### src/sv/stereo_band_coherence_panning_analyzer_defines.svh
// ----------------------------------------------------------------------------
// Assertion macros for the stereo band analyzer
// Property forms used by sbcpa_back, the module that carries assertions.
// ----------------------------------------------------------------------------
`ifndef STEREO_BAND_COHERENCE_PANNING_ANALYZER_DEFINES_SVH
`define STEREO_BAND_COHERENCE_PANNING_ANALYZER_DEFINES_SVH

// The consequent holds in the same cycle as the antecedent.
`define SBCPA_ASSERT_HOLDS(label, clk, rst, ante, cons) \
   label: assert property (@(posedge clk) disable iff (rst) (ante) |-> (cons)) \
      else $error("sbcpa: property failed");

// The consequent holds in the cycle after the antecedent.
`define SBCPA_ASSERT_NEXT(label, clk, rst, ante, cons) \
   label: assert property (@(posedge clk) disable iff (rst) (ante) |=> (cons)) \
      else $error("sbcpa: property failed");

`endif

### src/sv/sbcpa_pkg.sv
// ----------------------------------------------------------------------------
// sbcpa_pkg
// Types, constants and the arctangent table of the stereo band analyzer.
// ----------------------------------------------------------------------------
package sbcpa_pkg;

   localparam int ATAN_ITERATIONS_DEF = 16;
   localparam int QUEUE_DEPTH_DEF     = 2;
   localparam int ATAN_MAX            = 24;
   localparam int ATAN_IDX_W          = 5;
   localparam int ONE_Q16             = 65536;
   localparam int AZ_LIMIT            = 25736;
   localparam int ICC_MAX             = 32768;
   localparam int CSR_INDEX_W         = 3;
   localparam int CSR_DATA_W          = 31;

   typedef enum logic [CSR_INDEX_W-1:0] {
      CSR_ENERGY_ALPHA      = 3'd0,
      CSR_COHERENCE_ALPHA   = 3'd1,
      CSR_AZIMUTH_ALPHA     = 3'd2,
      CSR_CORRELATION_FLOOR = 3'd3,
      CSR_LEVEL_FLOOR       = 3'd4
   } csr_index_type;

   typedef struct packed {
      logic [16:0] energy_alpha;
      logic [16:0] coherence_alpha;
      logic [16:0] azimuth_alpha;
      logic [30:0] correlation_floor;
      logic [16:0] level_floor;
   } cfg_type;

   typedef struct packed {
      logic signed [15:0] mid;
      logic signed [15:0] side;
      logic        [30:0] ll;
      logic        [30:0] rr;
      logic signed [31:0] lr;
      logic        [31:0] lsum;
      logic               level_ok;
      logic        [16:0] mag_sum;
      logic signed [16:0] mag_diff;
   } item_type;

   typedef enum logic [3:0] {
      ST_IDLE,
      ST_DIFF,
      ST_MUL_LO,
      ST_MUL_HI,
      ST_PROD,
      ST_SQRT,
      ST_CHECK,
      ST_DIV,
      ST_WAIT_AZ,
      ST_DONE
   } back_state_type;

   typedef enum logic [2:0] {
      SM_ENERGY,
      SM_LEFT,
      SM_RIGHT,
      SM_CROSS,
      SM_COHERENCE,
      SM_AZIMUTH
   } smooth_sel_type;

   function automatic logic [29:0] atan_angle(input logic [ATAN_IDX_W-1:0] idx);
      logic [29:0] v;
      unique case (idx)
         5'd0:    v = 30'd843314857;
         5'd1:    v = 30'd497837829;
         5'd2:    v = 30'd263043837;
         5'd3:    v = 30'd133525159;
         5'd4:    v = 30'd67021687;
         5'd5:    v = 30'd33543516;
         5'd6:    v = 30'd16775851;
         5'd7:    v = 30'd8388437;
         5'd8:    v = 30'd4194283;
         5'd9:    v = 30'd2097149;
         5'd10:   v = 30'd1048576;
         5'd11:   v = 30'd524288;
         5'd12:   v = 30'd262144;
         5'd13:   v = 30'd131072;
         5'd14:   v = 30'd65536;
         5'd15:   v = 30'd32768;
         5'd16:   v = 30'd16384;
         5'd17:   v = 30'd8192;
         5'd18:   v = 30'd4096;
         5'd19:   v = 30'd2048;
         5'd20:   v = 30'd1024;
         5'd21:   v = 30'd512;
         5'd22:   v = 30'd256;
         5'd23:   v = 30'd128;
         default: v = 30'd0;
      endcase
      return v;
   endfunction

endpackage

### src/sv/sbcpa_front.sv
// ----------------------------------------------------------------------------
// sbcpa_front
// Accepts sample pairs and forms mid, side, products, magnitudes and the
// level decision for the back end.
// ----------------------------------------------------------------------------
module sbcpa_front (
   input  logic                      clock,
   input  logic                      reset,
   input  sbcpa_pkg::cfg_type        cfg,
   input  logic                      req_push,
   input  logic signed [15:0]        req_left_sample,
   input  logic signed [15:0]        req_right_sample,
   output logic                      req_full,
   input  logic                      q_full,
   output logic                      q_push,
   output sbcpa_pkg::item_type       q_item
);

   logic               valid_ff, valid_in;
   logic signed [15:0] left_ff, right_ff;
   logic               accept;
   logic signed [16:0] sum17, dif17, al, ar;
   logic signed [31:0] ll32, rr32, lr32;

   assign req_full = valid_ff & q_full;
   assign accept   = req_push & ~req_full;
   assign q_push   = valid_ff & ~q_full;
   assign valid_in = accept | (valid_ff & ~q_push);

   always_ff @(posedge clock) begin
      if (reset) begin
         valid_ff <= 1'b0;
      end else begin
         valid_ff <= valid_in;
      end
      if (accept) begin
         left_ff  <= req_left_sample;
         right_ff <= req_right_sample;
      end
   end

   always_comb begin
      sum17 = 17'(left_ff) + 17'(right_ff);
      dif17 = 17'(left_ff) - 17'(right_ff);
      ll32  = 32'(left_ff) * 32'(left_ff);
      rr32  = 32'(right_ff) * 32'(right_ff);
      lr32  = 32'(left_ff) * 32'(right_ff);
      al    = (left_ff < 0) ? -17'(left_ff) : 17'(left_ff);
      ar    = (right_ff < 0) ? -17'(right_ff) : 17'(right_ff);
      q_item.mid      = sum17[16:1];
      q_item.side     = dif17[16:1];
      q_item.ll       = ll32[30:0];
      q_item.rr       = rr32[30:0];
      q_item.lr       = lr32;
      q_item.lsum     = 32'(ll32[30:0]) + 32'(rr32[30:0]);
      q_item.mag_sum  = 17'($unsigned(al)) + 17'($unsigned(ar));
      q_item.mag_diff = ar - al;
      q_item.level_ok = (17'($unsigned(al)) + 17'($unsigned(ar))) > cfg.level_floor;
   end

endmodule

### config.mk
export PLATFORM = sky130hd
export DESIGN_NAME = sbcpa_front
export DESIGN_NICKNAME = d
export VERILOG_FILES = /design/src/sv/stereo_band_coherence_panning_analyzer_defines.svh /design/src/sv/sbcpa_pkg.sv /design/src/sv/sbcpa_front.sv
export SDC_FILE = /design/constraint.sdc
export NUM_CORES = 2
export LEC_CHECK = 0
export BUFFER_PORTS_ARGS = -buffer_cell sky130_fd_sc_hd__buf_2
export CAP_MARGIN = 15
export CORE_MARGIN = 10
export CORE_UTILIZATION = 45
export CTS_CLUSTER_DIAMETER = 120
export DETAILED_ROUTE_END_ITERATION = 10
export GPL_ROUTABILITY_DRIVEN = 0
export PLACE_DENSITY = 0.67
export SLEW_MARGIN = 20
export SYNTH_ARGS = -nofsm -noshare
export SYNTH_HDL_FRONTEND = slang
export SYNTH_SLANG_ARGS = --single-unit
### constraint.sdc
create_clock -name clock -period 19.25 [get_ports clock]
set_input_delay 2.8875 -clock clock [delete_from_list [all_inputs] [get_ports clock]]
set_output_delay 2.8875 -clock clock [all_outputs]
set_load 0.01 [all_outputs]
Yosys cells after proc, flatten, opt, wreduce, memory -nomap -nowiden:

Cells that the tools add are included.

* add/subtract/negate cells: 7
* multipliers: 3
* bitwise logic cells: 8
* multiplexer cells: 2
* order comparisons: 3

Operators by type and width (number)
* $mul A16 B16 Y31: 2
* $mux W17: 2
* $neg A16 Y17: 2
* $add A31 B31 Y32: 1
* $lt A16 B1 Y1 const B: 2
* $mul A16 B16 Y32: 1
* $add A16 B16 Y17: 1
* $add A17 B17 Y17: 1
* $gt A17 B17 Y1: 1
* $sub A16 B16 Y17: 1
* $sub A17 B17 Y17: 1
* $and A1 B1 Y1: 4
* $not A1 Y1: 3
* $or A1 B1 Y1: 1

* bits of input ports: 135
* register bits: 33
* logic and storage cells: 26

Depth between registers and ports, before layout:

* depth in word-level cells: 5
* gate-level depth with buffers: 39
* depth with buffers taken out: 37

Worst setup path before layout:

Ideal clock, no wire load.

* path type: register -> output
* start point: register left_ff[1]
* end point: output port q_item[64] in the netlist's numbering
* setup slack: 7.929 ns
* cell stages (with the launch flop): 35
* arrival time: 8.434 ns
* buffers on the path: 1
* cell sequence: edfxtp_1 -> clkinv_1 -> clkbuf_1 -> nor2_1 -> fa_1 -> inv_1 -> fa_1 -> fa_1 -> fa_1 -> inv_1 -> fa_1 -> inv_1 -> fa_1 -> inv_1 -> ha_1 -> a21oi_1 -> o21ai_1 -> a31oi_1 -> nand2_1 -> a21o_1 -> a21oi_1 -> xnor2_1 -> ha_1 -> a21o_1 -> a21oi_1 -> nor2_1 -> o21ai_0 -> nand3_1 -> o21ai_0 -> o21ai_0 -> maj3_2 -> maj3_2 -> a31o_2 -> a31oi_2 -> xor2_1

RTL lines
* from (decl): line sbcpa_front.sv:20 `logic signed [15:0] left_ff, right_ff;`
* from (signal assigned): line sbcpa_front.sv:37 `left_ff <= req_left_sample;`
* to (decl): line sbcpa_front.sv:16 `output sbcpa_pkg::item_type q_item`

==> impl_results.rst <==
.. list-table::
   :header-rows: 1

   * - Metric
     - Value
   * - Result of the run
     - finished clean
   * - Vias in the first global route
     - 26.40k
   * - Area inside the core boundary
     - 72960 um^2
   * - Worst Reg-to-Reg Cells
     - 3
   * - Max Fanout on Critical Path
     - 30
   * - Critical Path Slowest Stage Cell
     - sky130_fd_sc_hd__clkinv_1
   * - Sequential fraction of the synthesis area
     - 2.963%
   * - Number of vias after detailed routing
     - 25.31k
   * - Metal-1 WL
     - 34670 um
   * - Destination of the worst register-to-register timing path
     - right_ff[3]
   * - Crit path kind
     - reg2out
   * - Number of sinks on the clock net
     - 33
   * - Input/output buffers
     - 245
   * - Overflow after GRT
     - 0
   * - Worst clock skew
     - 0.004091 ns
   * - Clock slew at reported path FFs
     - 0.06 ns
   * - Crit path buf inv count
     - 7
   * - CP max stage delay
     - 0.73 ns
   * - Filler instances
     - 7066
   * - Worst Max-Slew Pin Slew
     - 0.9256 ns
   * - Top-count cell post-synth
     - sky130_fd_sc_hd__inv_1
   * - Final routed wirelength across all metal layers
     - 86020 um
   * - Fraction of final layout cells sized beyond drive strength 1
     - 8.684%
   * - Hold wc startpoint
     - valid_ff
   * - Number of nets still failing antenna checks after routing
     - 0
   * - Final routed DRC violation total
     - 0
   * - Required time of the critical path
     - 16.36 ns
   * - Syn Inst Count
     - 3788
   * - Count of warnings emitted by yosys
     - 0
   * - Hold-critical path endpoint
     - valid_ff
   * - Post-cts resize count
     - 0
   * - CTS tree
     - built
   * - Logic depth of the worst setup path including buffers
     - 35
   * - Sum Neg Setup Slack
     - 0 ns
   * - Routed met3 length
     - 7183 um
   * - Avg Cell Area, Syn
     - 8.741 um^2
   * - Multi-input combinational cell area
     - 27710 um^2
   * - Flip-flop cell with the highest count after synthesis
     - sky130_fd_sc_hd__edfxtp_1
   * - Period utilisation layout
     - 69.05%
   * - Number of stages on the worst hold path
     - 3
   * - Minimum setup slack among reg-to-reg paths
     - 17.78 ns
   * - Global Route Usage Sum
     - 20.76%
   * - Worst Path Arrival
     - 10.40 ns
   * - Global-route wire length before repair
     - 140800 um
   * - Critical path's most frequent cell
     - sky130_fd_sc_hd__fa_1
   * - I/O pin count
     - 330
   * - Total standard cell area after synthesis
     - 33110 um^2
   * - First DRT Iteration DRCs
     - 1457
   * - Number of endpoints with negative hold slack in the final report
     - 0
   * - Main area contributors after synthesis
     - sky130_fd_sc_hd__fa_1 (44%), sky130_fd_sc_hd__ha_1 (14%), sky130_fd_sc_hd__inv_1 (12%), sky130_fd_sc_hd__xnor2_1 (4.6%), sky130_fd_sc_hd__nand2_1 (3.9%)
   * - Shortest period the worst path allows
     - 13.29 ns
   * - Worst slew slack as a fraction of its limit
     - 38.22%
   * - Number of nets in the layout
     - 5177
   * - Endpoints failing setup
     - 0
   * - Cell chosen for the clock root
     - sky130_fd_sc_hd__clkbuf_16
   * - Max-Cap Viols
     - 0
   * - Synth top area share
     - 43.53%
   * - EDFF count, synth
     - 32
   * - Antenna violations before repair
     - 4
   * - Fin. max-slew vios
     - 0
   * - Die area
     - 84830 um^2
   * - Class of the tightest hold or removal check
     - reg2reg
   * - Deepest clock path buffer count
     - 2
   * - Max frequency
     - 0.07523 GHz
   * - Initial core utilization
     - 45.38%
   * - Commonest cells post-synth
     - sky130_fd_sc_hd__inv_1 (1017), sky130_fd_sc_hd__fa_1 (720), sky130_fd_sc_hd__ha_1 (373), sky130_fd_sc_hd__nand2_1 (348), sky130_fd_sc_hd__nor2_1 (255)
   * - Register area
     - 980.9 um^2
   * - Area leader, netlist
     - sky130_fd_sc_hd__fa_1
   * - Detailed Place HPWL
     - 70030 um
   * - Source of the worst register-to-register timing path
     - valid_ff
   * - Vias per cell
     - 5.152
   * - Die Wd
     - 291.3 um
   * - Worst slack at placement
     - 6.378 ns
   * - Highest metal layer used by the detailed router
     - met5
   * - Category of the worst setup path launch point
     - register
   * - Clock buffer count from CTS
     - 5
   * - Later-pin clock latency in the skew report
     - 0.32 ns
   * - FP Rows
     - 99
   * - Average wire length per cell after detail routing
     - 17.51 um
   * - Largest net degree at the start of global routing
     - 51
   * - Post-layout worst setup margin
     - 5.958 ns
   * - # Post-CTS Setup Buffers
     - 0
   * - DIE HEIGHT
     - 291.3 um
   * - Area growth syn-to-layout
     - 7.161%
   * - RSZ-0062 raised after global routing
     - no
   * - Register bit total from synthesis
     - 33
   * - Total of hold buffers inserted after clock tree synthesis
     - 0
   * - H-tree depth
     - 2
   * - Number of distinct library cells after synthesis
     - 82
   * - Kind of capture point of the worst setup path
     - primary output
   * - Number of detailed-routing iterations run before antenna repair
     - 5
   * - Total met2 wirelength after detailed routing
     - 41530 um
   * - Largest delay share family, worst path
     - adder cells
   * - Async S/R FF share, synth
     - 0%
-- cells in the final DEF, fill, tap and decap left out, types with 18 or more instances in the layout --
cell type and n:
sky130_fd_sc_hd__o21ai_0 72, sky130_fd_sc_hd__and2_1 66, sky130_fd_sc_hd__nor2b_1 18, sky130_fd_sc_hd__edfxtp_1 32
sky130_fd_sc_hd__o21a_1 27, sky130_fd_sc_hd__o21bai_1 30, sky130_fd_sc_hd__nor2_1 255, sky130_fd_sc_hd__xor2_1 55
sky130_fd_sc_hd__a21oi_1 131, sky130_fd_sc_hd__xnor2_1 174, sky130_fd_sc_hd__buf_2 245, sky130_fd_sc_hd__fa_1 720
sky130_fd_sc_hd__nand2b_1 30, sky130_fd_sc_hd__nand2_1 348, sky130_fd_sc_hd__ha_1 373, sky130_fd_sc_hd__a21o_1 57
sky130_fd_sc_hd__nand3_1 22, sky130_fd_sc_hd__nor3_1 19, sky130_fd_sc_hd__buf_4 48, sky130_fd_sc_hd__inv_1 1017
-- layout make-up --
type | count | area share, %
Multi-Input combinational cell | 2588 | 78.08
Inverter | 1028 | 10.88
Timing Repair Buffer | 293 | 4.471
Tap cell | 959 | 3.382
Sequential cell | 33 | 2.765
Clock buffer | 5 | 0.3526
Clock inverter | 3 | 0.04937
Antenna cell | 3 | 0.02116
-- kinds of logic after synthesis --
logic type	share of synthesized area [%]
compound gates	8.741
xor+xnor	6.326
fa+ha+maj	57.70
buf+inv	13.40
flops	2.963
mux	0.06801
other cells	0.01133
simple gates	10.80
-- state kept, by name, summed over array words and instances, names as in the netlist --
| signal | flops |
|---|---|
| right_ff | 16 |
| valid_ff | 1 |
| left_ff | 16 |
-- worst max path at each step --
stage                startpoint          to
CTS                 left_ff[10]  q_item[64]
global route        left_ff[10]  q_item[64]
global placement    left_ff[10]  q_item[64]
detailed placement  left_ff[10]  q_item[64]
finish              left_ff[10]  q_item[64]
floorplan            left_ff[1]  q_item[64]
-- routing by layer --
| metal | GRT usage, % | vias up |
|---|---|---|
| li1 | - | 11700 |
| met1 | 26.54 | 12710 |
| met2 | 35.36 | 784 |
| met3 | 4.183 | 108 |
| met4 | 5.420 | 6 |
| met5 | 0 | - |
-- metrics by stage --
stage	hold WS (ns)	utilization [%]	cells	area (um^2)
2_1_floorplan	0.6342	-	3789	33110
3_3_place_gp	0.6530	48.43	4901	35330
3_5_place_dp	0.6667	48.43	4901	35330
4_1_cts	0.6794	48.62	4909	35470
5_1_grt	0.7394	48.62	4909	35470
6_report	0.6716	48.63	4912	35480
-- tightest hold or removal path, cell delays in order (launching register included) --
cell                      delay (ns)
sky130_fd_sc_hd__dfxtp_1        0.32
sky130_fd_sc_hd__and2_1         0.20
sky130_fd_sc_hd__nor2_1         0.06
sky130_fd_sc_hd__nor2_1         0.07
Power is not shown: default switching activity piles up to over one toggle a cycle in this logic, so the estimate is an artifact.
