`src/sv/stereo_band_coherence_panning_analyzer_defines.svh`:
```
// ----------------------------------------------------------------------------
// Assertion macros for the stereo band analyzer
// Property forms used by sbcpa_back, the module that carries assertions.
// ----------------------------------------------------------------------------
`ifndef STEREO_BAND_COHERENCE_PANNING_ANALYZER_DEFINES_SVH
`define STEREO_BAND_COHERENCE_PANNING_ANALYZER_DEFINES_SVH

// The consequent holds in the same cycle as the antecedent.
`define SBCPA_ASSERT_HOLDS(label, clk, rst, ante, cons) \
   label: assert property (@(posedge clk) disable iff (rst) (ante) |-> (cons)) \
      else $error("sbcpa: property failed");

// The consequent holds in the cycle after the antecedent.
`define SBCPA_ASSERT_NEXT(label, clk, rst, ante, cons) \
   label: assert property (@(posedge clk) disable iff (rst) (ante) |=> (cons)) \
      else $error("sbcpa: property failed");

`endif

```
`src/sv/sbcpa_pkg.sv`:
```
// ----------------------------------------------------------------------------
// sbcpa_pkg
// Types, constants and the arctangent table of the stereo band analyzer.
// ----------------------------------------------------------------------------
package sbcpa_pkg;

   localparam int ATAN_ITERATIONS_DEF = 16;
   localparam int QUEUE_DEPTH_DEF     = 2;
   localparam int ATAN_MAX            = 24;
   localparam int ATAN_IDX_W          = 5;
   localparam int ONE_Q16             = 65536;
   localparam int AZ_LIMIT            = 25736;
   localparam int ICC_MAX             = 32768;
   localparam int CSR_INDEX_W         = 3;
   localparam int CSR_DATA_W          = 31;

   typedef enum logic [CSR_INDEX_W-1:0] {
      CSR_ENERGY_ALPHA      = 3'd0,
      CSR_COHERENCE_ALPHA   = 3'd1,
      CSR_AZIMUTH_ALPHA     = 3'd2,
      CSR_CORRELATION_FLOOR = 3'd3,
      CSR_LEVEL_FLOOR       = 3'd4
   } csr_index_type;

   typedef struct packed {
      logic [16:0] energy_alpha;
      logic [16:0] coherence_alpha;
      logic [16:0] azimuth_alpha;
      logic [30:0] correlation_floor;
      logic [16:0] level_floor;
   } cfg_type;

   typedef struct packed {
      logic signed [15:0] mid;
      logic signed [15:0] side;
      logic        [30:0] ll;
      logic        [30:0] rr;
      logic signed [31:0] lr;
      logic        [31:0] lsum;
      logic               level_ok;
      logic        [16:0] mag_sum;
      logic signed [16:0] mag_diff;
   } item_type;

   typedef enum logic [3:0] {
      ST_IDLE,
      ST_DIFF,
      ST_MUL_LO,
      ST_MUL_HI,
      ST_PROD,
      ST_SQRT,
      ST_CHECK,
      ST_DIV,
      ST_WAIT_AZ,
      ST_DONE
   } back_state_type;

   typedef enum logic [2:0] {
      SM_ENERGY,
      SM_LEFT,
      SM_RIGHT,
      SM_CROSS,
      SM_COHERENCE,
      SM_AZIMUTH
   } smooth_sel_type;

   function automatic logic [29:0] atan_angle(input logic [ATAN_IDX_W-1:0] idx);
      logic [29:0] v;
      unique case (idx)
         5'd0:    v = 30'd843314857;
         5'd1:    v = 30'd497837829;
         5'd2:    v = 30'd263043837;
         5'd3:    v = 30'd133525159;
         5'd4:    v = 30'd67021687;
         5'd5:    v = 30'd33543516;
         5'd6:    v = 30'd16775851;
         5'd7:    v = 30'd8388437;
         5'd8:    v = 30'd4194283;
         5'd9:    v = 30'd2097149;
         5'd10:   v = 30'd1048576;
         5'd11:   v = 30'd524288;
         5'd12:   v = 30'd262144;
         5'd13:   v = 30'd131072;
         5'd14:   v = 30'd65536;
         5'd15:   v = 30'd32768;
         5'd16:   v = 30'd16384;
         5'd17:   v = 30'd8192;
         5'd18:   v = 30'd4096;
         5'd19:   v = 30'd2048;
         5'd20:   v = 30'd1024;
         5'd21:   v = 30'd512;
         5'd22:   v = 30'd256;
         5'd23:   v = 30'd128;
         default: v = 30'd0;
      endcase
      return v;
   endfunction

endpackage

```
`src/sv/sbcpa_queue.sv`:
```
// ----------------------------------------------------------------------------
// sbcpa_queue
// Short first-in first-out queue between the front and the back end.
// ----------------------------------------------------------------------------
module sbcpa_queue #(
   parameter int DEPTH = sbcpa_pkg::QUEUE_DEPTH_DEF
) (
   input  logic                clock,
   input  logic                reset,
   input  logic                push,
   input  sbcpa_pkg::item_type push_item,
   output logic                full,
   input  logic                pop,
   output sbcpa_pkg::item_type pop_item,
   output logic                empty
);

   localparam int PTR_W = (DEPTH > 1) ? $clog2(DEPTH) : 1;
   localparam int CNT_W = $clog2(DEPTH + 1);

   sbcpa_pkg::item_type entry_ff [DEPTH];
   logic [PTR_W-1:0]    wr_ptr_ff, wr_ptr_in, rd_ptr_ff, rd_ptr_in;
   logic [CNT_W-1:0]    count_ff, count_in;
   logic                do_push, do_pop;

   assign full     = (count_ff == CNT_W'(DEPTH));
   assign empty    = (count_ff == '0);
   assign do_push  = push & ~full;
   assign do_pop   = pop & ~empty;
   assign pop_item = entry_ff[rd_ptr_ff];

   always_comb begin
      wr_ptr_in = wr_ptr_ff;
      rd_ptr_in = rd_ptr_ff;
      count_in  = count_ff;
      if (do_push) begin
         wr_ptr_in = (wr_ptr_ff == PTR_W'(DEPTH - 1)) ? '0 : wr_ptr_ff + 1'b1;
      end
      if (do_pop) begin
         rd_ptr_in = (rd_ptr_ff == PTR_W'(DEPTH - 1)) ? '0 : rd_ptr_ff + 1'b1;
      end
      if (do_push && !do_pop) begin
         count_in = count_ff + 1'b1;
      end else if (do_pop && !do_push) begin
         count_in = count_ff - 1'b1;
      end
   end

   always_ff @(posedge clock) begin
      if (reset) begin
         wr_ptr_ff <= '0;
         rd_ptr_ff <= '0;
         count_ff  <= '0;
      end else begin
         wr_ptr_ff <= wr_ptr_in;
         rd_ptr_ff <= rd_ptr_in;
         count_ff  <= count_in;
      end
      if (do_push) begin
         entry_ff[wr_ptr_ff] <= push_item;
      end
   end

endmodule

```
`config.mk`:
```
export PLATFORM = sky130hd
export DESIGN_NAME = sbcpa_queue
export DESIGN_NICKNAME = d
export VERILOG_FILES = /design/src/sv/stereo_band_coherence_panning_analyzer_defines.svh /design/src/sv/sbcpa_pkg.sv /design/src/sv/sbcpa_queue.sv
export SDC_FILE = /design/constraint.sdc
export NUM_CORES = 1
export LEC_CHECK = 0
export BUFFER_PORTS_ARGS = -buffer_cell sky130_fd_sc_hd__buf_2
export CAP_MARGIN = 40
export CORE_MARGIN = 4
export CORE_UTILIZATION = 35
export CTS_CLUSTER_SIZE = 12
export DETAILED_ROUTE_END_ITERATION = 6
export PLACE_DENSITY_LB_ADDON = 0.15
export RECOVER_POWER = 50
export SYNTH_ARGS = -nofsm -noshare
export SYNTH_HDL_FRONTEND = slang
export SYNTH_SLANG_ARGS = --single-unit
```
`constraint.sdc`:
```
create_clock -name clock -period 6.3 [get_ports clock]
set_input_delay 0.63 -clock clock [delete_from_list [all_inputs] [get_ports clock]]
set_output_delay 0.63 -clock clock [all_outputs]
set_load 0.02 [all_outputs]
```
# --- Yosys cells after proc, flatten, opt, wreduce, memory -nomap -nowiden ---
# Memory sizes are Yosys's and may differ from the RTL's. A register that Yosys moved wholly into a read port is not among the register bits.
# Cells that the tools add are included.
op_classes:
  addsub: 4
  eq_ne: 1
  muxes: 8
  n_bitwise: 4
  reduce_logical: 6
op_table:
  columns: ["operator", "n"]
  rows:
  - ["1-bit 2-to-1 mux", 6]
  - ["2-bit 2-to-1 mux", 2]
  - ["1-bit adder, second input constant", 2]
  - ["2-bit by 1-bit adder with 2-bit output, second input constant", 1]
  - ["1-bit AND", 2]
  - ["2-bit == test, second input constant", 1]
  - ["1-bit logical AND", 2]
  - ["1-bit logical NOT", 2]
  - ["2-bit logical NOT", 1]
  - ["1-bit NOT", 2]
  - ["2-bit nonzero test", 1]
  - ["2-bit by 1-bit subtractor with 2-bit output, second input constant", 1]
totals:
  ff_bits: 4
  mem_bits_rw: 386
  input_bits: 197
  out_inout_bits: 195
  memories: 1
memory_table:
  columns: ["memory", "depth", "word_bits", "read_ports", "rd_clocked_by_memory_dff", "wr", "line", "source"]
  rows:
  - ["entry_ff", 2, 193, 1, 1, 1, "sbcpa_queue.sv:21", "sbcpa_pkg::item_type entry_ff [DEPTH];"]

# --- Longest topological paths before layout ---
# Gate-level depths: netlist (run 1).
depth:
  word_depth: 7
  ltp_mapped: 6

# --- Least setup slack after synthesis (run 1) ---
# Ideal clock, no wire load.
synth_path:
  path_kind: "input to register"
  start: "input port push"
  end: "memory entry_ff[1][0] in the netlist's numbering (enable)"
  setup_time_ns: 0.578
  arrival_time_ns: 5.226
  required_ns: 5.722
  slack_ns: 0.496
  stages: 3
  n_path_buf: 0
  path_cell_list: "inv_1 -> nor2_1 -> and2_1"
synth_via:
  elab_chain_len: 3
synth_lines:
  columns: ["element", "line", "source"]
  rows:
  - ["start: declaration", "sbcpa_queue.sv:10", "input logic push,"]
  - ["1-bit AND", "sbcpa_queue.sv:28", "assign do_push = push & ~full;"]
  - ["named net do_push", "sbcpa_queue.sv:24", "logic do_push, do_pop;"]
  - ["1-bit 2-to-1 mux", "sbcpa_queue.sv:59", "if (do_push) begin"]
  - ["1-bit 2-to-1 mux (implied by the code)", "sbcpa_queue.sv:60", "entry_ff[wr_ptr_ff] <= push_item;"]
  - ["end: declaration", "sbcpa_queue.sv:21", null]
# The timed path passes the listed nets, and every way through them passes these cells.

# --- Final worst setup path (run 1) ---
layout_path:
  start: "register count_ff[0]"
  end: "memory entry_ff[1][13] in the netlist's numbering (enable)"
layout_via:
  elab_chain_len: 5
layout_lines:
  columns: ["element", "line", "source"]
  rows:
  - ["start: declaration", "sbcpa_queue.sv:23", "logic [CNT_W-1:0] count_ff, count_in;"]
  - ["start signal: assignment", "sbcpa_queue.sv:57", "count_ff <= count_in;"]
  - ["2-bit == test", "sbcpa_queue.sv:26", "assign full = (count_ff == CNT_W'(DEPTH));"]
  - ["1-bit NOT", "sbcpa_queue.sv:28", null]
  - ["1-bit AND", "sbcpa_queue.sv:28", null]
  - ["named net do_push", "sbcpa_queue.sv:24", null]
  - ["1-bit 2-to-1 mux", "sbcpa_queue.sv:59", null]
  - ["1-bit 2-to-1 mux (implied by the code)", "sbcpa_queue.sv:60", null]
# The timed path passes the listed nets, and every way through them passes these cells.

==> results.ini, run 1 <==
[status]
status=finished with violations
violations=capacitance limit, slew limit

[setup_path]
cp.required_ps=6450
worstSetupStartpointType=flop
slowest_stage=and2_0
crit_chain=nor2b_1 > nor2_1 > and2_0 > buf_12
cp-end-kind=flop
slowest_delay_ps=2230
path_class=flop to flop
path_delay_family=simple AND/OR/NAND/NOR gates
path_max_fanout=150
crit_buf_inv=1
arrival_ps=4410

[cells_and_area]
n_fill_cell=3589
regArea_um2=11700
nets=1242
multi_input_area_um2=2281
layout_common_cells=386 x edfxtp_1, 295 x buf_2, 193 x mux2_2, 110 x clkbuf_1, 45 x clkbuf_16
syn_to_final_growth_pct=26.05
final_common_cell=edfxtp_1
final_layout_size_suffix_gt1_share_pct=51.21

[yosys]
synth_cell_types=15
synth_mux_area_share_pct=15.31
ys_seq_area_share_pct=82.34
yosys.area.top_type=edfxtp_1
synth_area_um2=14200
ys_seq_elements=391
synth_area_leaders=edfxtp_1 82%, mux2_2 15%, buf_6 1.3%
yosys.area_share.xor_xnor_pct=0.1851
synth_top_family_by_area=multiplexers
synth_nets=823
synth_top_area_share_pct=81.64
synthAdderAreaFrac_pct=0.08812
synth_simple_gate_area_share_pct=0.3260
yosysWarnings=0
synth.avg_cell_area_um2=22.72
synth_compound_area_share_pct=0.1762
synthCells=625

[power]
switching_share_pct=29.69
p_leak_nw=6.362
fin_total_pwr_mw=7.757
powerDensity_nw_per_um2=433.4
p_switching_mw=2.303
combPwrFrac_pct=25.7
pwr-share-clk_pct=30.6
seqPwrFrac_pct=43.8
ir_drop_v=0.0002626
p_int_mw=5.454

[routing]
routed_wl_um=32070
via_per_inst=4.575
vias=7329
first_iter_violations=366
post-route-drc-count=0
ant_nets=0
dr.pass1.iters=4
drt-wirelength-per-cell_um=20.02

[clock_network]
clk_latency_ps=540
cts_buffers=43
path_clk_slew_ps=60
ctsHoldBuffers=0
clockBufferDepth=3
cts_tree=yes
htree_levels=2
cts-root-buf=clkbuf_16
postCtsSetupRepairBufs=0
cts_resized=0
clock_sinks=391

[floorplanning]
ios=392
core_area_um2=39910
start_util_pct=35.57
fp.dieW_um=209.4
die_y_um=209.4
die-area_um2=43850
fp-row-count=73

[sta]
setup_tns_ps=0
slew_viol_final=44
worstMarginPinSlew_ps=3047
fmaxAchievable_mhz=235.0
slew_headroom_pct=-103.2
min_period_over_period_pct=67.54
rsz0062_at_grt=false
hold_viol=0
worst_clock_skew_ps=11.29
setup_viol=0
finalCriticalPeriod_ps=4255
hold_slack_ps=268.7

[placement]
gp_congestion=0.7677
dp_hpwl_um=21070
numPortBuffers=391

[grt]
grt_use_total_pct=14.07
grt.busiest_layer=met2
grt_use_met3_pct=5.575
grt_pass1_wl_um=47470
overflow=0
antenna_found_initial=9
grt_max_degree=151
grt_pass1_vias=7806
use_met1_pct=18.19
grt_use_met2_pct=21.89

[hold_path]
hold_path_class=input port to flop

[flow_run]
maxCapViolations=1

[kinds of logic after synthesis]
| group | Yosys count |
|---|---|
| DFF | 391 |
| muxes | 193 |
| buffers and inverters | 23 |
| and+or+nand+nor | 9 |
| AOI/OAI and AO/OA | 5 |
| xor gates and xnor gates | 3 |
| adders and majority gates | 1 |
[synthesized netlist by cell type (all sizes together)]
| library cell | count |
|---|---|
| a21oi | 2 |
| and2 | 1 |
| buf | 21 |
| dfxtp | 5 |
| edfxtp | 386 |
| ha | 1 |
| inv | 2 |
| mux2 | 193 |
| nor2 | 5 |
| nor2b | 1 |
| o21ai | 3 |
| or3 | 2 |
| xor2 | 3 |
[cell type report]
type                    count  area share [%]
flip-flops and latches    391           65.35
multi-input cells         211           12.74
repair buffers            395           10.64
clock buffers              62           6.816
well taps                 525           3.670
clock inverters            13          0.6572
inverters                   2         0.08389
diodes                      3         0.04195
[per-layer routing]
metal  up-vias  routed length [µm]
met2       298               14680
met4        12                 729
met3        61                3262
li1       3340                   -
met1      3618               13330
met5         -                  72
[power groups by stage]
stage          clock network, mW  logic, mW  registers [mW]
3_3_place_gp                   0       2.03            3.45
5_1_grt                     2.55       2.13            3.43
6_report                    2.37       1.99            3.40
4_1_cts                     2.45       2.05            3.40
3_5_place_dp                   0       2.04            3.45
2_1_floorplan                  0       1.44            3.44
[metrics by stage]
step,setup WS (ps),instance area (µm²),cells,util [%]
finish,2045,17900,1602,44.84
global route,1764,17890,1601,44.83
global placement,3474,16680,1524,41.78
detailed placement,3462,16680,1524,41.78
floorplan,495.8,14200,625,-
CTS,2994,18010,1599,45.13
[registers in the layout, indices dropped and copies added, names as in the netlist, named ones only]
name       flops
count_ff       2
entry_ff     386
rd_ptr_ff      1
wr_ptr_ff      1
[final timing paths]
path | slack [ps] | cells past startpoint | end | start
worst min-delay path | 270 | 1 | entry_ff[1][142] | push_item[142]
worst min register to register | 490 | 2 | wr_ptr_ff | wr_ptr_ff
worst max-delay path | 2040 | 4 | entry_ff[1][13] | count_ff[0]
worst max register to register | 2040 | 4 | entry_ff[1][13] | count_ff[0]
[worst register-to-register path, delay by kind of cell (launching register included)]
family	cells	cell delay, ps
buffers and inverters	1	550
flip-flops	1	410
AND/OR/NAND/NOR	3	2500
Note: power is estimated with default switching activity, not from simulation.
==> run 2: changes to the inputs <==
--- a/config.mk
+++ b/config.mk
@@ -5,6 +5,7 @@
 export SDC_FILE = /design/constraint.sdc
 export NUM_CORES = 1
 export LEC_CHECK = 0
+export ABC_AREA = 1
 export BUFFER_PORTS_ARGS = -buffer_cell sky130_fd_sc_hd__buf_2
 export CAP_MARGIN = 40
 export CORE_MARGIN = 4
==> constraint.sdc (replaced) <==
create_clock -name clock -period 4.4 [get_ports clock]
set_input_delay 0.44 -clock clock [delete_from_list [all_inputs] [get_ports clock]]
set_output_delay 0.44 -clock clock [all_outputs]
set_load 0.02 [all_outputs]
==> run 2 against run 1 <==
  * Utilization rose by 0.17 points
  * Flip-flop and latch count did not move
  * Sequential power rose by 43%
  * Wire length fell by 1.2%
  * Combinational power rose by 31%
  * Largest cell class unchanged
  * Critical path type unchanged
  * Setup slack got worse by 920 ps
  * Area after synthesis rose by 0.18%
  * Worst hold slack got worse by 190 ps
  * Count of clock-buffer cells in the layout fell by 8
  * The flow still finishes with violations (capacitance limit, slew limit)
==> results.ini, run 2 <==
[status]
status=finished with violations
violations=capacitance limit, slew limit

[routing]
vias=7419  ; +1.2%
ant_nets=0  ; unchanged
post-route-drc-count=0  ; unchanged
dr.pass1.iters=4  ; unchanged
via_per_inst=4.554  ; -0.45%
first_iter_violations=306  ; -16%
drt-wirelength-per-cell_um=19.45  ; -2.8%
routed_wl_um=31680  ; -1.2%

[yosys]
synth_area_leaders=edfxtp_1 81%, mux2_2 15%, buf_6 1.3%
ys_seq_area_share_pct=82.20  ; -0.14 points
synth.top_cells.by_count=386 x edfxtp_1, 193 x mux2_2, 17 x buf_6, 9 x inv_1, 9 x nor2_1
synth_ff_type=edfxtp_1
synth_cell_types=15  ; unchanged
synthCells=637  ; +1.9%
synth_area_um2=14220  ; +0.18%
yosysWarnings=0  ; unchanged
synth-edff-count=386  ; unchanged
synthArstFlopShare_pct=0  ; unchanged
ys_seq_elements=391  ; unchanged
synth.avg_cell_area_um2=22.33  ; -1.7%
synth_nets=835  ; +1.5%
synth_most_common_cell=edfxtp_1
synth_top_area_share_pct=81.49  ; -0.14 points
yosys.area.top_type=edfxtp_1

[clock_network]
path_clk_slew_ps=60  ; about the same
postCtsSetupRepairBufs=0  ; unchanged
cts_buffers=43  ; unchanged
cts_resized=0  ; unchanged
clockBufferDepth=3  ; unchanged
htree_levels=2  ; unchanged
ctsHoldBuffers=0  ; unchanged
cts-root-buf=clkbuf_16
clk_latency_ps=550  ; about the same
cts_tree=yes
clock_sinks=391  ; unchanged

[sta]
setup_tns_ps=0  ; unchanged
min_period_over_period_pct=74.43  ; +6.9 points
slew_viol_final=121  ; +180%
slew_headroom_pct=-71.61  ; +32 points
rsz0062_at_grt=false
finalCriticalPeriod_ps=3275  ; -980.3 ps
setup_viol=0  ; unchanged
hold_viol=0  ; unchanged
worstMarginPinSlew_ps=2574  ; -472.8 ps
fmaxAchievable_mhz=305.4  ; +30%
worst_clock_skew_ps=10.49  ; -0.7915 ps

[placement]
dp_hpwl_um=21470  ; +1.9%
post_dp_cell_area_um2=16860  ; +1.1%
gp_congestion=0.7375  ; -3.9%
numPortBuffers=391  ; unchanged

[floorplanning]
die_y_um=209.6  ; about the same
die-area_um2=43930  ; +0.17%
fp-row-count=73  ; unchanged
start_util_pct=35.64  ; +0.063 points
ios=392  ; unchanged
core_area_um2=39910  ; unchanged
fp.dieW_um=209.6  ; about the same

[power]
p_leak_nw=6.405  ; +0.67%
p_int_mw=7.552  ; +38%
seqPwrFrac_pct=45.6  ; +1.8 points
powerDensity_nw_per_um2=593.9  ; +37%
fin_total_pwr_mw=10.67  ; +38%
ir_drop_v=0.0004041  ; +54%
p_switching_mw=3.118  ; +35%
pwr-share-clk_pct=30.0  ; -0.6 points
switching_share_pct=29.22  ; -0.47 points
combPwrFrac_pct=24.4  ; -1.3 points

[setup_path]
cp-end-kind=flop
crit_chain=o21ai_0 > nor2_1 > clkbuf_1
arrival_ps=3410  ; -1000 ps
slowest_delay_ps=1270  ; -960 ps
worstSetupStartpointType=flop
path_delay_family=buffers and inverters
crit_buf_inv=1  ; unchanged
path_class=flop to flop
path_max_fanout=28  ; -81%
cp.required_ps=4540  ; -1910 ps
slowest_stage=clkbuf_1

[grt]
grt_pass1_vias=7980  ; +2.2%
grt_max_degree=103  ; -32%
grt_use_total_pct=13.98  ; -0.089 points
overflow=0  ; unchanged
grt_pass1_wl_um=47130  ; -0.71%
antenna_found_initial=9  ; unchanged

[cells_and_area]
final_common_cell=edfxtp_1
largest_register_ffs=386  ; unchanged
largestRegisters=entry_ff (386), count_ff (2)
layout_common_cells=386 x edfxtp_1, 288 x buf_2, 193 x mux2_2, 112 x clkbuf_1, 45 x clkbuf_16
largest-register=entry_ff
syn_to_final_growth_pct=26.30
nets=1265  ; +1.9%
final_layout_size_suffix_gt1_share_pct=50.27  ; -0.94 points
fin_area_um2=17960  ; +0.38%

[hold_path]
hold_path_class=input port to flop

[flow_run]
maxCapViolations=2  ; +1

run 2: cell families after synthesis:
logic type / after synthesis / synth area share [%]
flip-flops: 391 / 82.20
multiplexers: 193 / 15.28
buffers and inverters: 30 / 1.759
AND/OR/NAND/NOR: 16 / 0.4662
AO/OA/AOI/OAI: 6 / 0.2111
adder cells (fa/ha/maj): 1 / 0.08795
run 2: layout make-up:
type / instances / area [µm²]
Fill cell: 3585 / 21950
Sequential cell: 391 / 11700
Multi-Input combinational cell: 216 / 2290
Timing Repair Buffer: 406 / 2017
Clock buffer: 54 / 1160
Tap cell: 525 / 656.9
Clock inverter: 22 / 97.59
Inverter: 9 / 33.78
Antenna cell: 6 / 15.01
run 2: layer usage:
layer / wire [µm] / part of all wire [%] / track usage (%)
met5: 54 / 0.17 / 0
met4: 659 / 2.1 / 4.298
met3: 3269 / 10 / 6.293
met2: 14940 / 47 / 22.20
met1: 12760 / 40 / 17.29
run 2: path summary, 6_finish.rpt:
| check | endpoint | cells past startpoint | slack (ps) | startpoint |
|---|---|---|---|---|
| min reg2reg | wr_ptr_ff | 2 | 540 | wr_ptr_ff |
| max reg2reg | entry_ff[1][91] | 3 | 1130 | count_ff[0] |
| max | entry_ff[1][91] | 3 | 1130 | count_ff[0] |
| min | entry_ff[0][21] | 1 | 80 | push_item[21] |
run 2: stage by stage:
stage / setup WS (ps) / cells / hold slack [ps] / utilization (%)
finish: 1125 / 1629 / 75.93 / 45.01
global route: 750.9 / 1625 / 33.00 / 44.98
CTS: 1500 / 1623 / 26.41 / 45.39
detailed placement: 2096 / 1547 / 538.8 / 42.24
global placement: 1981 / 1546 / 527.0 / 42.17
floorplan: -1719 / 637 / 491.7 / -
run 2: power groups by stage:
stage / clock, mW / sequential (mW) / combinational (mW)
after floorplan: 0 / 4.96 / 1.81
after global placement: 0 / 4.93 / 2.68
after detailed placement: 0 / 4.94 / 2.69
after CTS: 3.32 / 4.86 / 2.70
after global routing: 3.49 / 4.92 / 2.80
final: 3.20 / 4.87 / 2.60
