$ cat config.mk
export PLATFORM = sky130hd
export DESIGN_NAME = sbcpa_cordic
export DESIGN_NICKNAME = d
export VERILOG_FILES = /design/src/sv/stereo_band_coherence_panning_analyzer_defines.svh /design/src/sv/sbcpa_pkg.sv /design/src/sv/sbcpa_cordic.sv
export SDC_FILE = /design/constraint.sdc
export NUM_CORES = 1
export LEC_CHECK = 0
export ABC_CLOCK_PERIOD_IN_PS = 8200
export BUFFER_PORTS_ARGS = -buffer_cell sky130_fd_sc_hd__buf_2
export CAP_MARGIN = 20
export CORE_MARGIN = 3
export CORE_UTILIZATION = 25
export DETAILED_ROUTE_END_ITERATION = 7
export GPL_TIMING_DRIVEN = 0
export PLACE_DENSITY = 0.44
export SLEW_MARGIN = 20
export SYNTH_ARGS = -nofsm -noshare
export SYNTH_HDL_FRONTEND = slang
export SYNTH_SLANG_ARGS = --single-unit
$ cat constraint.sdc
create_clock -name clock -period 8.2 [get_ports clock]
set_input_delay 1.64 -clock clock [delete_from_list [all_inputs] [get_ports clock]]
set_output_delay 1.64 -clock clock [all_outputs]
set_load 0.005 [all_outputs]
$ cat src/sv/stereo_band_coherence_panning_analyzer_defines.svh
// ----------------------------------------------------------------------------
// Assertion macros for the stereo band analyzer
// Property forms used by sbcpa_back, the module that carries assertions.
// ----------------------------------------------------------------------------
`ifndef STEREO_BAND_COHERENCE_PANNING_ANALYZER_DEFINES_SVH
`define STEREO_BAND_COHERENCE_PANNING_ANALYZER_DEFINES_SVH

// The consequent holds in the same cycle as the antecedent.
`define SBCPA_ASSERT_HOLDS(label, clk, rst, ante, cons) \
   label: assert property (@(posedge clk) disable iff (rst) (ante) |-> (cons)) \
      else $error("sbcpa: property failed");

// The consequent holds in the cycle after the antecedent.
`define SBCPA_ASSERT_NEXT(label, clk, rst, ante, cons) \
   label: assert property (@(posedge clk) disable iff (rst) (ante) |=> (cons)) \
      else $error("sbcpa: property failed");

`endif

$ cat src/sv/sbcpa_pkg.sv
// ----------------------------------------------------------------------------
// sbcpa_pkg
// Types, constants and the arctangent table of the stereo band analyzer.
// ----------------------------------------------------------------------------
package sbcpa_pkg;

   localparam int ATAN_ITERATIONS_DEF = 16;
   localparam int QUEUE_DEPTH_DEF     = 2;
   localparam int ATAN_MAX            = 24;
   localparam int ATAN_IDX_W          = 5;
   localparam int ONE_Q16             = 65536;
   localparam int AZ_LIMIT            = 25736;
   localparam int ICC_MAX             = 32768;
   localparam int CSR_INDEX_W         = 3;
   localparam int CSR_DATA_W          = 31;

   typedef enum logic [CSR_INDEX_W-1:0] {
      CSR_ENERGY_ALPHA      = 3'd0,
      CSR_COHERENCE_ALPHA   = 3'd1,
      CSR_AZIMUTH_ALPHA     = 3'd2,
      CSR_CORRELATION_FLOOR = 3'd3,
      CSR_LEVEL_FLOOR       = 3'd4
   } csr_index_type;

   typedef struct packed {
      logic [16:0] energy_alpha;
      logic [16:0] coherence_alpha;
      logic [16:0] azimuth_alpha;
      logic [30:0] correlation_floor;
      logic [16:0] level_floor;
   } cfg_type;

   typedef struct packed {
      logic signed [15:0] mid;
      logic signed [15:0] side;
      logic        [30:0] ll;
      logic        [30:0] rr;
      logic signed [31:0] lr;
      logic        [31:0] lsum;
      logic               level_ok;
      logic        [16:0] mag_sum;
      logic signed [16:0] mag_diff;
   } item_type;

   typedef enum logic [3:0] {
      ST_IDLE,
      ST_DIFF,
      ST_MUL_LO,
      ST_MUL_HI,
      ST_PROD,
      ST_SQRT,
      ST_CHECK,
      ST_DIV,
      ST_WAIT_AZ,
      ST_DONE
   } back_state_type;

   typedef enum logic [2:0] {
      SM_ENERGY,
      SM_LEFT,
      SM_RIGHT,
      SM_CROSS,
      SM_COHERENCE,
      SM_AZIMUTH
   } smooth_sel_type;

   function automatic logic [29:0] atan_angle(input logic [ATAN_IDX_W-1:0] idx);
      logic [29:0] v;
      unique case (idx)
         5'd0:    v = 30'd843314857;
         5'd1:    v = 30'd497837829;
         5'd2:    v = 30'd263043837;
         5'd3:    v = 30'd133525159;
         5'd4:    v = 30'd67021687;
         5'd5:    v = 30'd33543516;
         5'd6:    v = 30'd16775851;
         5'd7:    v = 30'd8388437;
         5'd8:    v = 30'd4194283;
         5'd9:    v = 30'd2097149;
         5'd10:   v = 30'd1048576;
         5'd11:   v = 30'd524288;
         5'd12:   v = 30'd262144;
         5'd13:   v = 30'd131072;
         5'd14:   v = 30'd65536;
         5'd15:   v = 30'd32768;
         5'd16:   v = 30'd16384;
         5'd17:   v = 30'd8192;
         5'd18:   v = 30'd4096;
         5'd19:   v = 30'd2048;
         5'd20:   v = 30'd1024;
         5'd21:   v = 30'd512;
         5'd22:   v = 30'd256;
         5'd23:   v = 30'd128;
         default: v = 30'd0;
      endcase
      return v;
   endfunction

endpackage

$ cat src/sv/sbcpa_cordic.sv
// ----------------------------------------------------------------------------
// sbcpa_cordic
// Iterative vectoring rotator giving twice the panning angle in Q2.14.
// ----------------------------------------------------------------------------
module sbcpa_cordic #(
   parameter int ITERATIONS = sbcpa_pkg::ATAN_ITERATIONS_DEF
) (
   input  logic               clock,
   input  logic               reset,
   input  logic               start,
   input  logic [16:0]        mag_sum,
   input  logic signed [16:0] mag_diff,
   output logic               done,
   output logic signed [15:0] angle
);

   localparam int STEPS = (ITERATIONS < sbcpa_pkg::ATAN_MAX) ? ITERATIONS
                                                             : sbcpa_pkg::ATAN_MAX;
   localparam int IW = sbcpa_pkg::ATAN_IDX_W;

   logic signed [43:0]  x_ff, x_in, y_ff, y_in, xs, ys;
   logic signed [33:0]  z_ff, z_in, ang;
   logic [IW-1:0]       idx_ff, idx_in;
   logic                run_ff, run_in, done_ff, done_in;
   logic signed [34:0]  zr, zq;

   always_comb begin
      x_in    = x_ff;
      y_in    = y_ff;
      z_in    = z_ff;
      idx_in  = idx_ff;
      run_in  = run_ff;
      done_in = done_ff;
      xs      = x_ff >>> idx_ff;
      ys      = y_ff >>> idx_ff;
      ang     = 34'($signed({1'b0, sbcpa_pkg::atan_angle(idx_ff)}));
      if (start) begin
         x_in    = 44'($signed({1'b0, mag_sum})) <<< 24;
         y_in    = 44'(mag_diff) <<< 24;
         z_in    = '0;
         idx_in  = '0;
         run_in  = 1'b1;
         done_in = 1'b0;
      end else if (run_ff) begin
         if (y_ff > 0) begin
            x_in = x_ff + ys;
            y_in = y_ff - xs;
            z_in = z_ff + ang;
         end else begin
            x_in = x_ff - ys;
            y_in = y_ff + xs;
            z_in = z_ff - ang;
         end
         idx_in = idx_ff + 1'b1;
         if (idx_ff == IW'(STEPS - 1)) begin
            run_in  = 1'b0;
            done_in = 1'b1;
         end
      end
   end

   always_ff @(posedge clock) begin
      if (reset) begin
         run_ff  <= 1'b0;
         done_ff <= 1'b0;
      end else begin
         run_ff  <= run_in;
         done_ff <= done_in;
      end
      x_ff   <= x_in;
      y_ff   <= y_in;
      z_ff   <= z_in;
      idx_ff <= idx_in;
   end

   always_comb begin
      zr = 35'(z_ff) + 35'sd16384;
      zq = zr >>> 15;
      if (zq > 35'(sbcpa_pkg::AZ_LIMIT)) begin
         angle = 16'(sbcpa_pkg::AZ_LIMIT);
      end else if (zq < -35'(sbcpa_pkg::AZ_LIMIT)) begin
         angle = -16'(sbcpa_pkg::AZ_LIMIT);
      end else begin
         angle = zq[15:0];
      end
   end

   assign done = done_ff;

endmodule

* After elaboration in Yosys (flattened, before gate mapping)
Memory sizes are Yosys's and may differ from the RTL's. A register that Yosys moved wholly into a read port is not among the register bits.
Index checks and enable logic that the tools add are counted.
** Word-level totals
- Flip-flop bits (word level) :: 129
- Bits in read-only memories :: 960
- Input bits :: 37
- Output and inout port bits :: 17
- Memories :: 1
** Memory list
- (no name shown) :: words 32, bits a word 30, read ports 1, clocked after memory_dff 1, write ports 0, line sbcpa_pkg.sv:69 : unique case (idx)
** Cells by class
- Add/sub/neg operators :: 8
- Order comparisons :: 3
- Equal/unequal tests :: 1
- Shift-type cells :: 2
- Multiplexer cells :: 14
- Reductions and logical operators :: 3
** Operators with widths (count)
- $mux W44 :: 4
- $add A44 B44 Y44 :: 2
- $sshr A44 B5 Y44 :: 2
- $sub A44 B44 Y44 :: 2
- $mux W41 :: 2
- $gt A44 B1 Y1 const B :: 1
- $add A34 B16 Y35 const B :: 1
- $add A34 B31 Y34 :: 1
- $mux W34 :: 1
- $sub A34 B31 Y34 :: 1
- $mux W16 :: 2
- $gt A20 B16 Y1 const B :: 1
- $lt A20 B16 Y1 const B :: 1
- $mux W5 :: 2
- $add A5 B1 Y5 const B :: 1
- $eq A5 B4 Y1 const B :: 1
- $mux W1 :: 3
- $reduce_and A2 Y1 :: 1
- $reduce_bool A2 Y1 :: 1
- $reduce_or A2 Y1 :: 1

* Longest topological paths before layout
Gate-level depths: netlist of the first run.
- Depth in word-level cells :: 5
- Depth in mapped cells :: 32
- Mapped depth without buffers :: 23

* Least setup slack after synthesis of the first run
No wires, ideal clock.
- Path kind :: register to register
- Start :: register idx_ff[4]
- End :: register x_ff[43]
- Arrival :: 6.465 ns
- Required time :: 8.077 ns
- Slack :: 1.611 ns
- Stages on the path, launching flop included :: 27
- Buffers on the path :: 8
- Clock period less this slack :: 6.589 ns
- Cell sequence :: dfxtp_1 -> clkbuf_1 -> clkbuf_1 -> clkbuf_1 -> buf_1 -> clkbuf_1 -> clkbuf_1 -> clkbuf_1 -> clkbuf_1 -> a211oi_1 -> a21oi_1 -> ha_1 -> inv_1 -> or3_1 -> o21ai_0 -> xnor2_1 -> ha_1 -> and2_1 -> and3_1 -> a221o_1 -> a32oi_1 -> a21boi_0 -> a31o_2 -> a21o_1 -> a211oi_1 -> mux2i_1 -> mux2_1
** On the way
- Word-level cells in the longest chain between the ends :: 3
** Ends and longest elaborated chain
- start, declared :: line sbcpa_cordic.sv:23 : logic [IW-1:0] idx_ff, idx_in;
- start signal, assigned :: line sbcpa_cordic.sv:73 : idx_ff <= idx_in;
- $sshr A44 B5 Y44 * :: line sbcpa_cordic.sv:35 : ys = y_ff >>> idx_ff;
- $sub A44 B44 Y44 / $add A44 B44 Y44 (equally long branches) :: line sbcpa_cordic.sv:50, sbcpa_cordic.sv:46
- $mux W44 * :: line sbcpa_cordic.sv:45 : if (y_ff > 0) begin
- end signal, assigned :: line sbcpa_cordic.sv:70 : x_ff <= x_in;
- end, declared :: line sbcpa_cordic.sv:21 : logic signed [43:0] x_ff, x_in, y_ff, y_in, xs, ys;
Mark *: on every way between the ends. The rest lies on a longest branch, timed or not.
A chain may end at the register's enable or synchronous reset.

* Worst setup path after layout of the first run
- Start :: register idx_ff[0]
- End :: register x_ff[43]
The elaborated chain is that of the path after synthesis.

==> results of run 1 <==
[routing by layer]
layer  part of all wire, %  track usage [%]
met3                   8.8             4.99
met2                    41             33.6
met5                 0.012                0
met1                    45             32.4
met4                   4.7             10.0
[power groups by stage]
stage	sequential, mW	combinational (mW)	clock [mW]
after floorplan	1.23	4.53	0
after global placement	1.43	6.18	0
after detailed placement	1.42	6.13	0
after CTS	1.41	6.20	0.928
after global routing	1.45	6.93	0.951
final	1.42	6.37	0.902
[worst max-delay path, delay by kind of cell, from the launching register on]
family,cells,cell delay (ps)
muxes,3,1070
and+or+nand+nor,8,1200
buffers and inverters,10,2600
DFF,1,400
adders and majority gates,2,550
AOI/OAI and AO/OA,6,1530
xor gates and xnor gates,1,360
[repair_timing]
action	in CTS	in global routing
buffers inserted	0	1
setup endpoints to repair	59	19
pin swaps	0	1
resized for setup	26	38
[worst paths after layout]
| check | end | slack, ps |
|---|---|---|
| worst max-delay path | x_ff[43] | 350 |
| worst min-delay path | z_ff[12] | 470 |
| worst max register to register | x_ff[43] | 350 |
| worst min register to register | z_ff[12] | 470 |
[cell families (layout without fill, tap and decap cells)]
family / after synthesis / after routing / synth area share, %
other: 0 / 1 / 0
AO/OA/AOI/OAI: 811 / 811 / 24.1
multiplexers: 301 / 301 / 20.3
buffers and inverters: 235 / 322 / 4.66
adder cells (fa/ha/maj): 141 / 141 / 8.06
flip-flops: 159 / 159 / 16.0
XOR/XNOR: 213 / 213 / 8.42
AND/OR/NAND/NOR: 857 / 857 / 18.4
[flip-flops by register name (all words and copies together), names as in the netlist]
register / cells
x_ff: 44
run_ff: 1
done: 1
z_ff: 34
idx_ff: 5
ang: 30
y_ff: 44
[cell usage in the layout, fill, tap and decap left out, drive strengths merged, types with 17 or more instances in the layout]
master,netlist,final
mux4,113,113
a22oi,18,18
clkbuf,102,125
nor2,250,250
mux2i,135,135
nor2b,29,29
and3,33,33
nor3,66,66
a31oi,31,31
a21boi,20,20
and2,21,21
nand2,250,250
nor4,22,22
xor2,97,97
ha,138,138
dfxtp,122,122
inv,55,63
a21o,71,71
a211oi,35,35
o22ai,22,22
o21ai,177,177
a21oi,201,201
buf,72,121
nand4,18,18
mux2,53,53
nand3,55,55
o211ai,17,17
or2,23,23
xnor2,116,116
edfxtp,37,37
nand2b,33,33
a221o,20,20
o21a,25,25
o31ai,24,24
[cell type report]
| type | count | area [µm²] | area share [%] |
|---|---|---|---|
| multi-input cells | 2323 | 17700 | 71.7 |
| flip-flops and latches | 159 | 3550 | 14.4 |
| well taps | 1155 | 1450 | 5.84 |
| plain buffers | 172 | 863 | 3.49 |
| clock buffers | 18 | 439 | 1.78 |
| repair buffers | 57 | 313 | 1.26 |
| inverters | 61 | 229 | 0.926 |
| clock inverters | 14 | 163 | 0.658 |
| diodes | 1 | 2.50 | 0.0101 |
==> flow_summary_export.csv, run 1 <==
group,metric,value,unit
worst_hold_path,hold_depth,2,
synthesis,async_flop_share,0,%
timing,max_freq,127,MHz
critical_path,crit_arrival,8260,ps
critical_path,slowest_delay,500,ps
placed_design,place_inst,3927,
power,p_total,8.70,mW
power,p_leak,9.82,nW
cells_and_area,nFillCells,9616,
detailed_routing,routedWlPerCell,27.8,µm
clock_network,clock-sinks,159,
synthesis,synth_area,22200,µm²
flow_run,drv_cap,0,
floorplan,die-height,304,µm
detailed_routing,drc,0,
power,net-switching-power,4.72,mW
synthesis,yosys.area.top_type_share,11.5,%
cells_and_area,synthToLayoutAreaGrowth,11.6,%
timing,worst_pin_slew,1320,ps
global_routing,grt_pass1_vias,22000,
floorplan,die_x,304,µm
detailed_routing,dr.pass1.iters,6,
clock_network,cts_hold_buf,0,
critical_path,startpoint,"idx_ff[0]",
cells_and_area,post-route-cell-area,24700,µm²
detailed_routing,drt-initial-drc-count,2559,
floorplan,core,87300,µm²
placed_design,dp_slack,-2120,ps
synthesis,ys_types,94,
global_routing,gr-total-overflow,0,
clock_network,cts_root_buf,"clkbuf_16",
floorplan,rows,108,
synthesis,yosysTopAreaCell,"mux4_2",
detailed_routing,ant_nets,0,
timing,finalHoldViolations,0,
timing,slew_headroom,11.3,%
worst_hold_path,hold_path_class,"reg2reg",
synthesis,synth_cells,2717,
placed_design,place_hpwl,86800,µm
placed_design,place_area,23900,µm²
synthesis,avgSynthCellArea,8.16,µm²
synthesis,ys_ff_latch,159,
power,pwr-share-clk,10.4,%
critical_path,cp-end-kind,"flip-flop",
cells_and_area,fin_nets,2969,
detailed_routing,viasPerCell,5.83,
placed_design,port_buffers,53,
synthesis,synthTopCellsByCount,"nor2_1 (250), nand2_1 (249), a21oi_1 (201)",
synthesis,yosysMostFrequentCell,"nor2_1",
synthesis,syn_nets,2895,
timing,fin_hold_ws,469,ps
worst_hold_path,hp-start,"z_ff[12]",
cells_and_area,layout-drive-gt1-share,14.2,%
timing,timing.final.ws_setup,348,ps
detailed_routing,drt_wl_total,110000,µm
cells_and_area,utilization,28.3,%
critical_path,critPathLaunchType,"flip-flop",
floorplan,ios,54,
synthesis,ys_seq_area_share,16.0,%
critical_path,required,8610,ps
synthesis,synth_edf_count,37,
clock_network,cts_buffer_depth,2,
critical_path,crit_top_cell,"nand2_1",
power,p_int,3.98,mW
power,pwr_density_cell,352,nW/µm²
clock_network,htree_num_levels,4,
critical_path,path_class,"reg2reg",
timing,clock_skew,17.7,ps
timing,tns,0,ps
global_routing,antenna_found_initial,6,
clock_network,insertion_delay,520,ps
floorplan,die-area,92300,µm²
synthesis,ys_dominant_reg_cell,"dfxtp_1",
critical_path,crit_fanout,10,
critical_path,r2r_start,"idx_ff[0]",
outcome,status,"complete, no violations",
timing,slew_violations,0,
cells_and_area,fin_cells,3960,
global_routing,grt_usage,23.0,%
clock_network,cts_buffers,17,
timing,setup_violations,0,
synthesis,yosys-top-cells-area,"mux4_2 (11%), dfxtp_1 (11%), ha_1 (7.8%)",
detailed_routing,via_count,23100,
global_routing,grt_pass1_wl,158000,µm
clock_network,clk_pin_slew,90,ps
power,ir_drop,0.000142,V
critical_path,reg2regPathDepth,30,
critical_path,critical_path.slowest_cell,"mux2i_1",
placed_design,globalplace.congestion,1.03,
clock_network,cts_tree,"done",
power,power_frac_seq,16.4,%
global_routing,grt_max_degree,28,
timing,period_share,95.8,%
floorplan,initial_core_util,25.4,%
timing,fin_crit,7850,ps
power,p_sw_share,54.2,%
synthesis,yosysWarnings,0,
power,pwr-share-comb,73.3,%
Note: power is estimated with default switching activity, not from simulation.
==> inputs of run 2 (changes only) <==
--- a/config.mk
+++ b/config.mk
@@ -5,6 +5,7 @@
 export SDC_FILE = /design/constraint.sdc
 export NUM_CORES = 1
 export LEC_CHECK = 0
+export ABC_AREA = 1
 export ABC_CLOCK_PERIOD_IN_PS = 8200
 export BUFFER_PORTS_ARGS = -buffer_cell sky130_fd_sc_hd__buf_2
 export CAP_MARGIN = 20
==> run 2 against run 1 <==
  * Clock power decreased by 5.3%
  * Final area is 4.5% lower
  * Via count rose by 11%
  * Clock-buffer cell count did not move
  * Register-to-register slack improved by 570 ps
  * Sequential share of layout area is 0.67 points higher
  * Worst setup slack improved by 570 ps
  * Sequential power shrank 9%
  * Fmax up 7.8%
  * Synthesized area decreased by 3.8%
  * Clock skew fell by 0.82 ps
  * Critical path depth fell by 5
==> flow_summary_export.csv, run 2 <==
group,metric,value,unit
critical_path,required,8470,ps
critical_path,ff2ff_setup_slack,910,ps
timing,clock_skew,16.9,ps
floorplan,die-area,88900,µm²
timing,slew_violations,0,
floorplan,rows,106,
synthesis,ys_ff_latch,159,
worst_hold_path,hp-start,"z_ff[13]",
synthesis,synth_cells,3702,
timing,setup_violations,0,
global_routing,grt_pass1_wl,160000,µm
synthesis,synth_area,21300,µm²
clock_network,post-cts-setup-buffers,0,
global_routing,grt_usage,24.1,%
cells_and_area,fin_nets,3952,
timing,period_share,88.8,%
detailed_routing,drc,0,
cells_and_area,final_cell_mix,"nand2_1 (1,159), nand3_1 (563), nor2_1 (314), inv_1 (305), o21ai_0 (214)",
synthesis,synth_edf_count,37,
clock_network,htree_num_levels,4,
critical_path,path_class,"reg2reg",
timing,fin_crit,7290,ps
synthesis,yosysTopAreaCell,"nand2_1",
clock_network,clk_pin_slew,80,ps
timing,finalHoldViolations,0,
synthesis,yosys.area.top_type_share,20.4,%
synthesis,yosysMostFrequentCell,"nand2_1",
placed_design,place_area,23000,µm²
worst_hold_path,hold_depth,2,
clock_network,clock-sinks,159,
clock_network,cts_buffer_depth,2,
clock_network,insertion_delay,520,ps
synthesis,ys_types,58,
clock_network,cts_tree,"done",
synthesis,syn_nets,3880,
critical_path,startpoint,"y_ff[43]",
global_routing,antenna_found_initial,4,
timing,tns,0,ps
floorplan,initial_core_util,25.4,%
critical_path,reg2reg_to,"y_ff[40]",
timing,rsz0062_at_grt,"no",
critical_path,cp-end-kind,"flip-flop",
clock_network,cts_root_buf,"clkbuf_16",
cells_and_area,post-route-cell-area,23600,µm²
cells_and_area,synthToLayoutAreaGrowth,10.8,%
synthesis,async_flop_share,0,%
critical_path,crit_arrival,7560,ps
synthesis,synthTopCellsByCount,"nand2_1 (1,159), nand3_1 (563), nor2_1 (314)",
global_routing,gr-total-overflow,0,
placed_design,port_buffers,52,
detailed_routing,drt_wl_total,109000,µm
timing,max_freq,137,MHz
placed_design,dp_slack,1010,ps
floorplan,die_x,298,µm
detailed_routing,viasPerCell,5.22,
worst_hold_path,hold_end,"z_ff[13]",
global_routing,grt_max_degree,26,
synthesis,avgSynthCellArea,5.76,µm²
flow_run,drv_cap,0,
cells_and_area,largestRegisters,"x_ff: 44 flops, y_ff: 44 flops, z_ff: 34 flops",
cells_and_area,layout-drive-gt1-share,5.20,%
detailed_routing,ant_nets,0,
power,pwr_density_cell,337,nW/µm²
outcome,status,"complete, no violations",
clock_network,cts_hold_buf,0,
detailed_routing,drt-initial-drc-count,2472,
floorplan,core,84100,µm²
timing,timing.final.ws_setup,915,ps
global_routing,grt_pass1_vias,24600,
clock_network,cts_buffers,17,
power,p_total,7.96,mW
critical_path,crit_fanout,10,
clock_network,cts-resized-gates,0,
timing,slew_headroom,21.7,%
cells_and_area,layout_commonest_cell,"nand2_1",
critical_path,critPathLaunchType,"flip-flop",
power,ir_drop,0.000188,V
synthesis,ys_dominant_reg_cell,"dfxtp_1",
floorplan,ios,54,
detailed_routing,dr.pass1.iters,8,
synthesis,ys_seq_area_share,16.7,%
floorplan,die-height,298,µm
detailed_routing,via_count,25700,
worst_hold_path,hold_path_class,"reg2reg",
critical_path,reg2regPathDepth,25,
placed_design,globalplace.congestion,1.02,
critical_path,r2r_start,"y_ff[43]",
cells_and_area,nFillCells,9834,
timing,worst_pin_slew,1170,ps
synthesis,yosysWarnings,0,
placed_design,place_hpwl,91400,µm
power,p_leak,11.2,nW
detailed_routing,routedWlPerCell,22.2,µm
synthesis,yosys-top-cells-area,"nand2_1 (20%), nand3_1 (13%), dfxtp_1 (11%)",
## run 2: kinds of logic (layout without fill, tap and decap cells)
logic type               after synthesis  after routing  synth area share, %
AO/OA/AOI/OAI                        604            604                 16.0
XOR/XNOR                             179            179                 7.35
adder cells (fa/ha/maj)              141            141                 8.38
buffers and inverters                455            539                 8.72
flip-flops                           159            159                 16.7
other                                  0              1                    0
AND/OR/NAND/NOR                     2164           2164                 42.9
## run 2: final cells by class
type,count,area (µm²),area share [%]
antenna,1,2.50,0.0106
clock inverter,13,145,0.614
buffer,141,686,2.90
tap,1134,1420,6.00
multi-input combinational,3088,15900,67.4
sequential,159,3550,15.0
clock buffer,18,450,1.91
inverter,314,1180,4.99
timing repair buffer,53,280,1.19
## run 2: metrics by stage
step / util [%] / hold WS [ps] / std cells
after floorplan: - / 435 / 3702
after global placement: 27.4 / 454 / 4888
after detailed placement: 27.4 / 452 / 4889
after CTS: 28.1 / 474 / 4920
after global routing: 28.1 / 498 / 4920
final: 28.1 / 473 / 4921
## run 2: critical path: stages, from the launching register on
cell      delay (ps)
edfxtp_1         330
clkbuf_1         610
nor2_1           110
nand2_1          100
nor3_1            40
nand2_1           80
nor2_1            90
a21oi_1          790
buf_2            430
clkbuf_1         730
clkbuf_1         770
nand2_1           80
o21ai_0          260
fa_1             460
nand2_1          110
nand2_1           80
nand2_1           40
nand2_1          120
nand4_1          110
nand3_1          200
a21oi_1          190
o31ai_1          610
a21oi_1          220
or2_2            320
nand3_1           70
nand2_1           50
## run 2: how the worst max path moves through the flow
stage	slack (ps)	end
2_1_floorplan	3900	y_ff[40]
3_3_place_gp	1000	y_ff[40]
3_5_place_dp	1010	y_ff[40]
4_1_cts	990	y_ff[40]
5_1_grt	620	y_ff[40]
6_report	910	y_ff[40]
## run 2: layer usage
metal | track usage (%) | up-vias | share of wire (%)
met5 | 0 | - | 0
met3 | 3.56 | 231 | 6.3
met2 | 38.1 | 987 | 44
met4 | 12.0 | 0 | 5.3
met1 | 31.9 | 11900 | 45
li1 | - | 12500 | -
## run 2: where the power goes
group	switching, mW	internal [mW]	total [mW]
Sequential	0.304	0.986	1.29
Combinational	3.99	1.83	5.82
Clock	0.433	0.420	0.854
Total	4.72	3.24	7.96
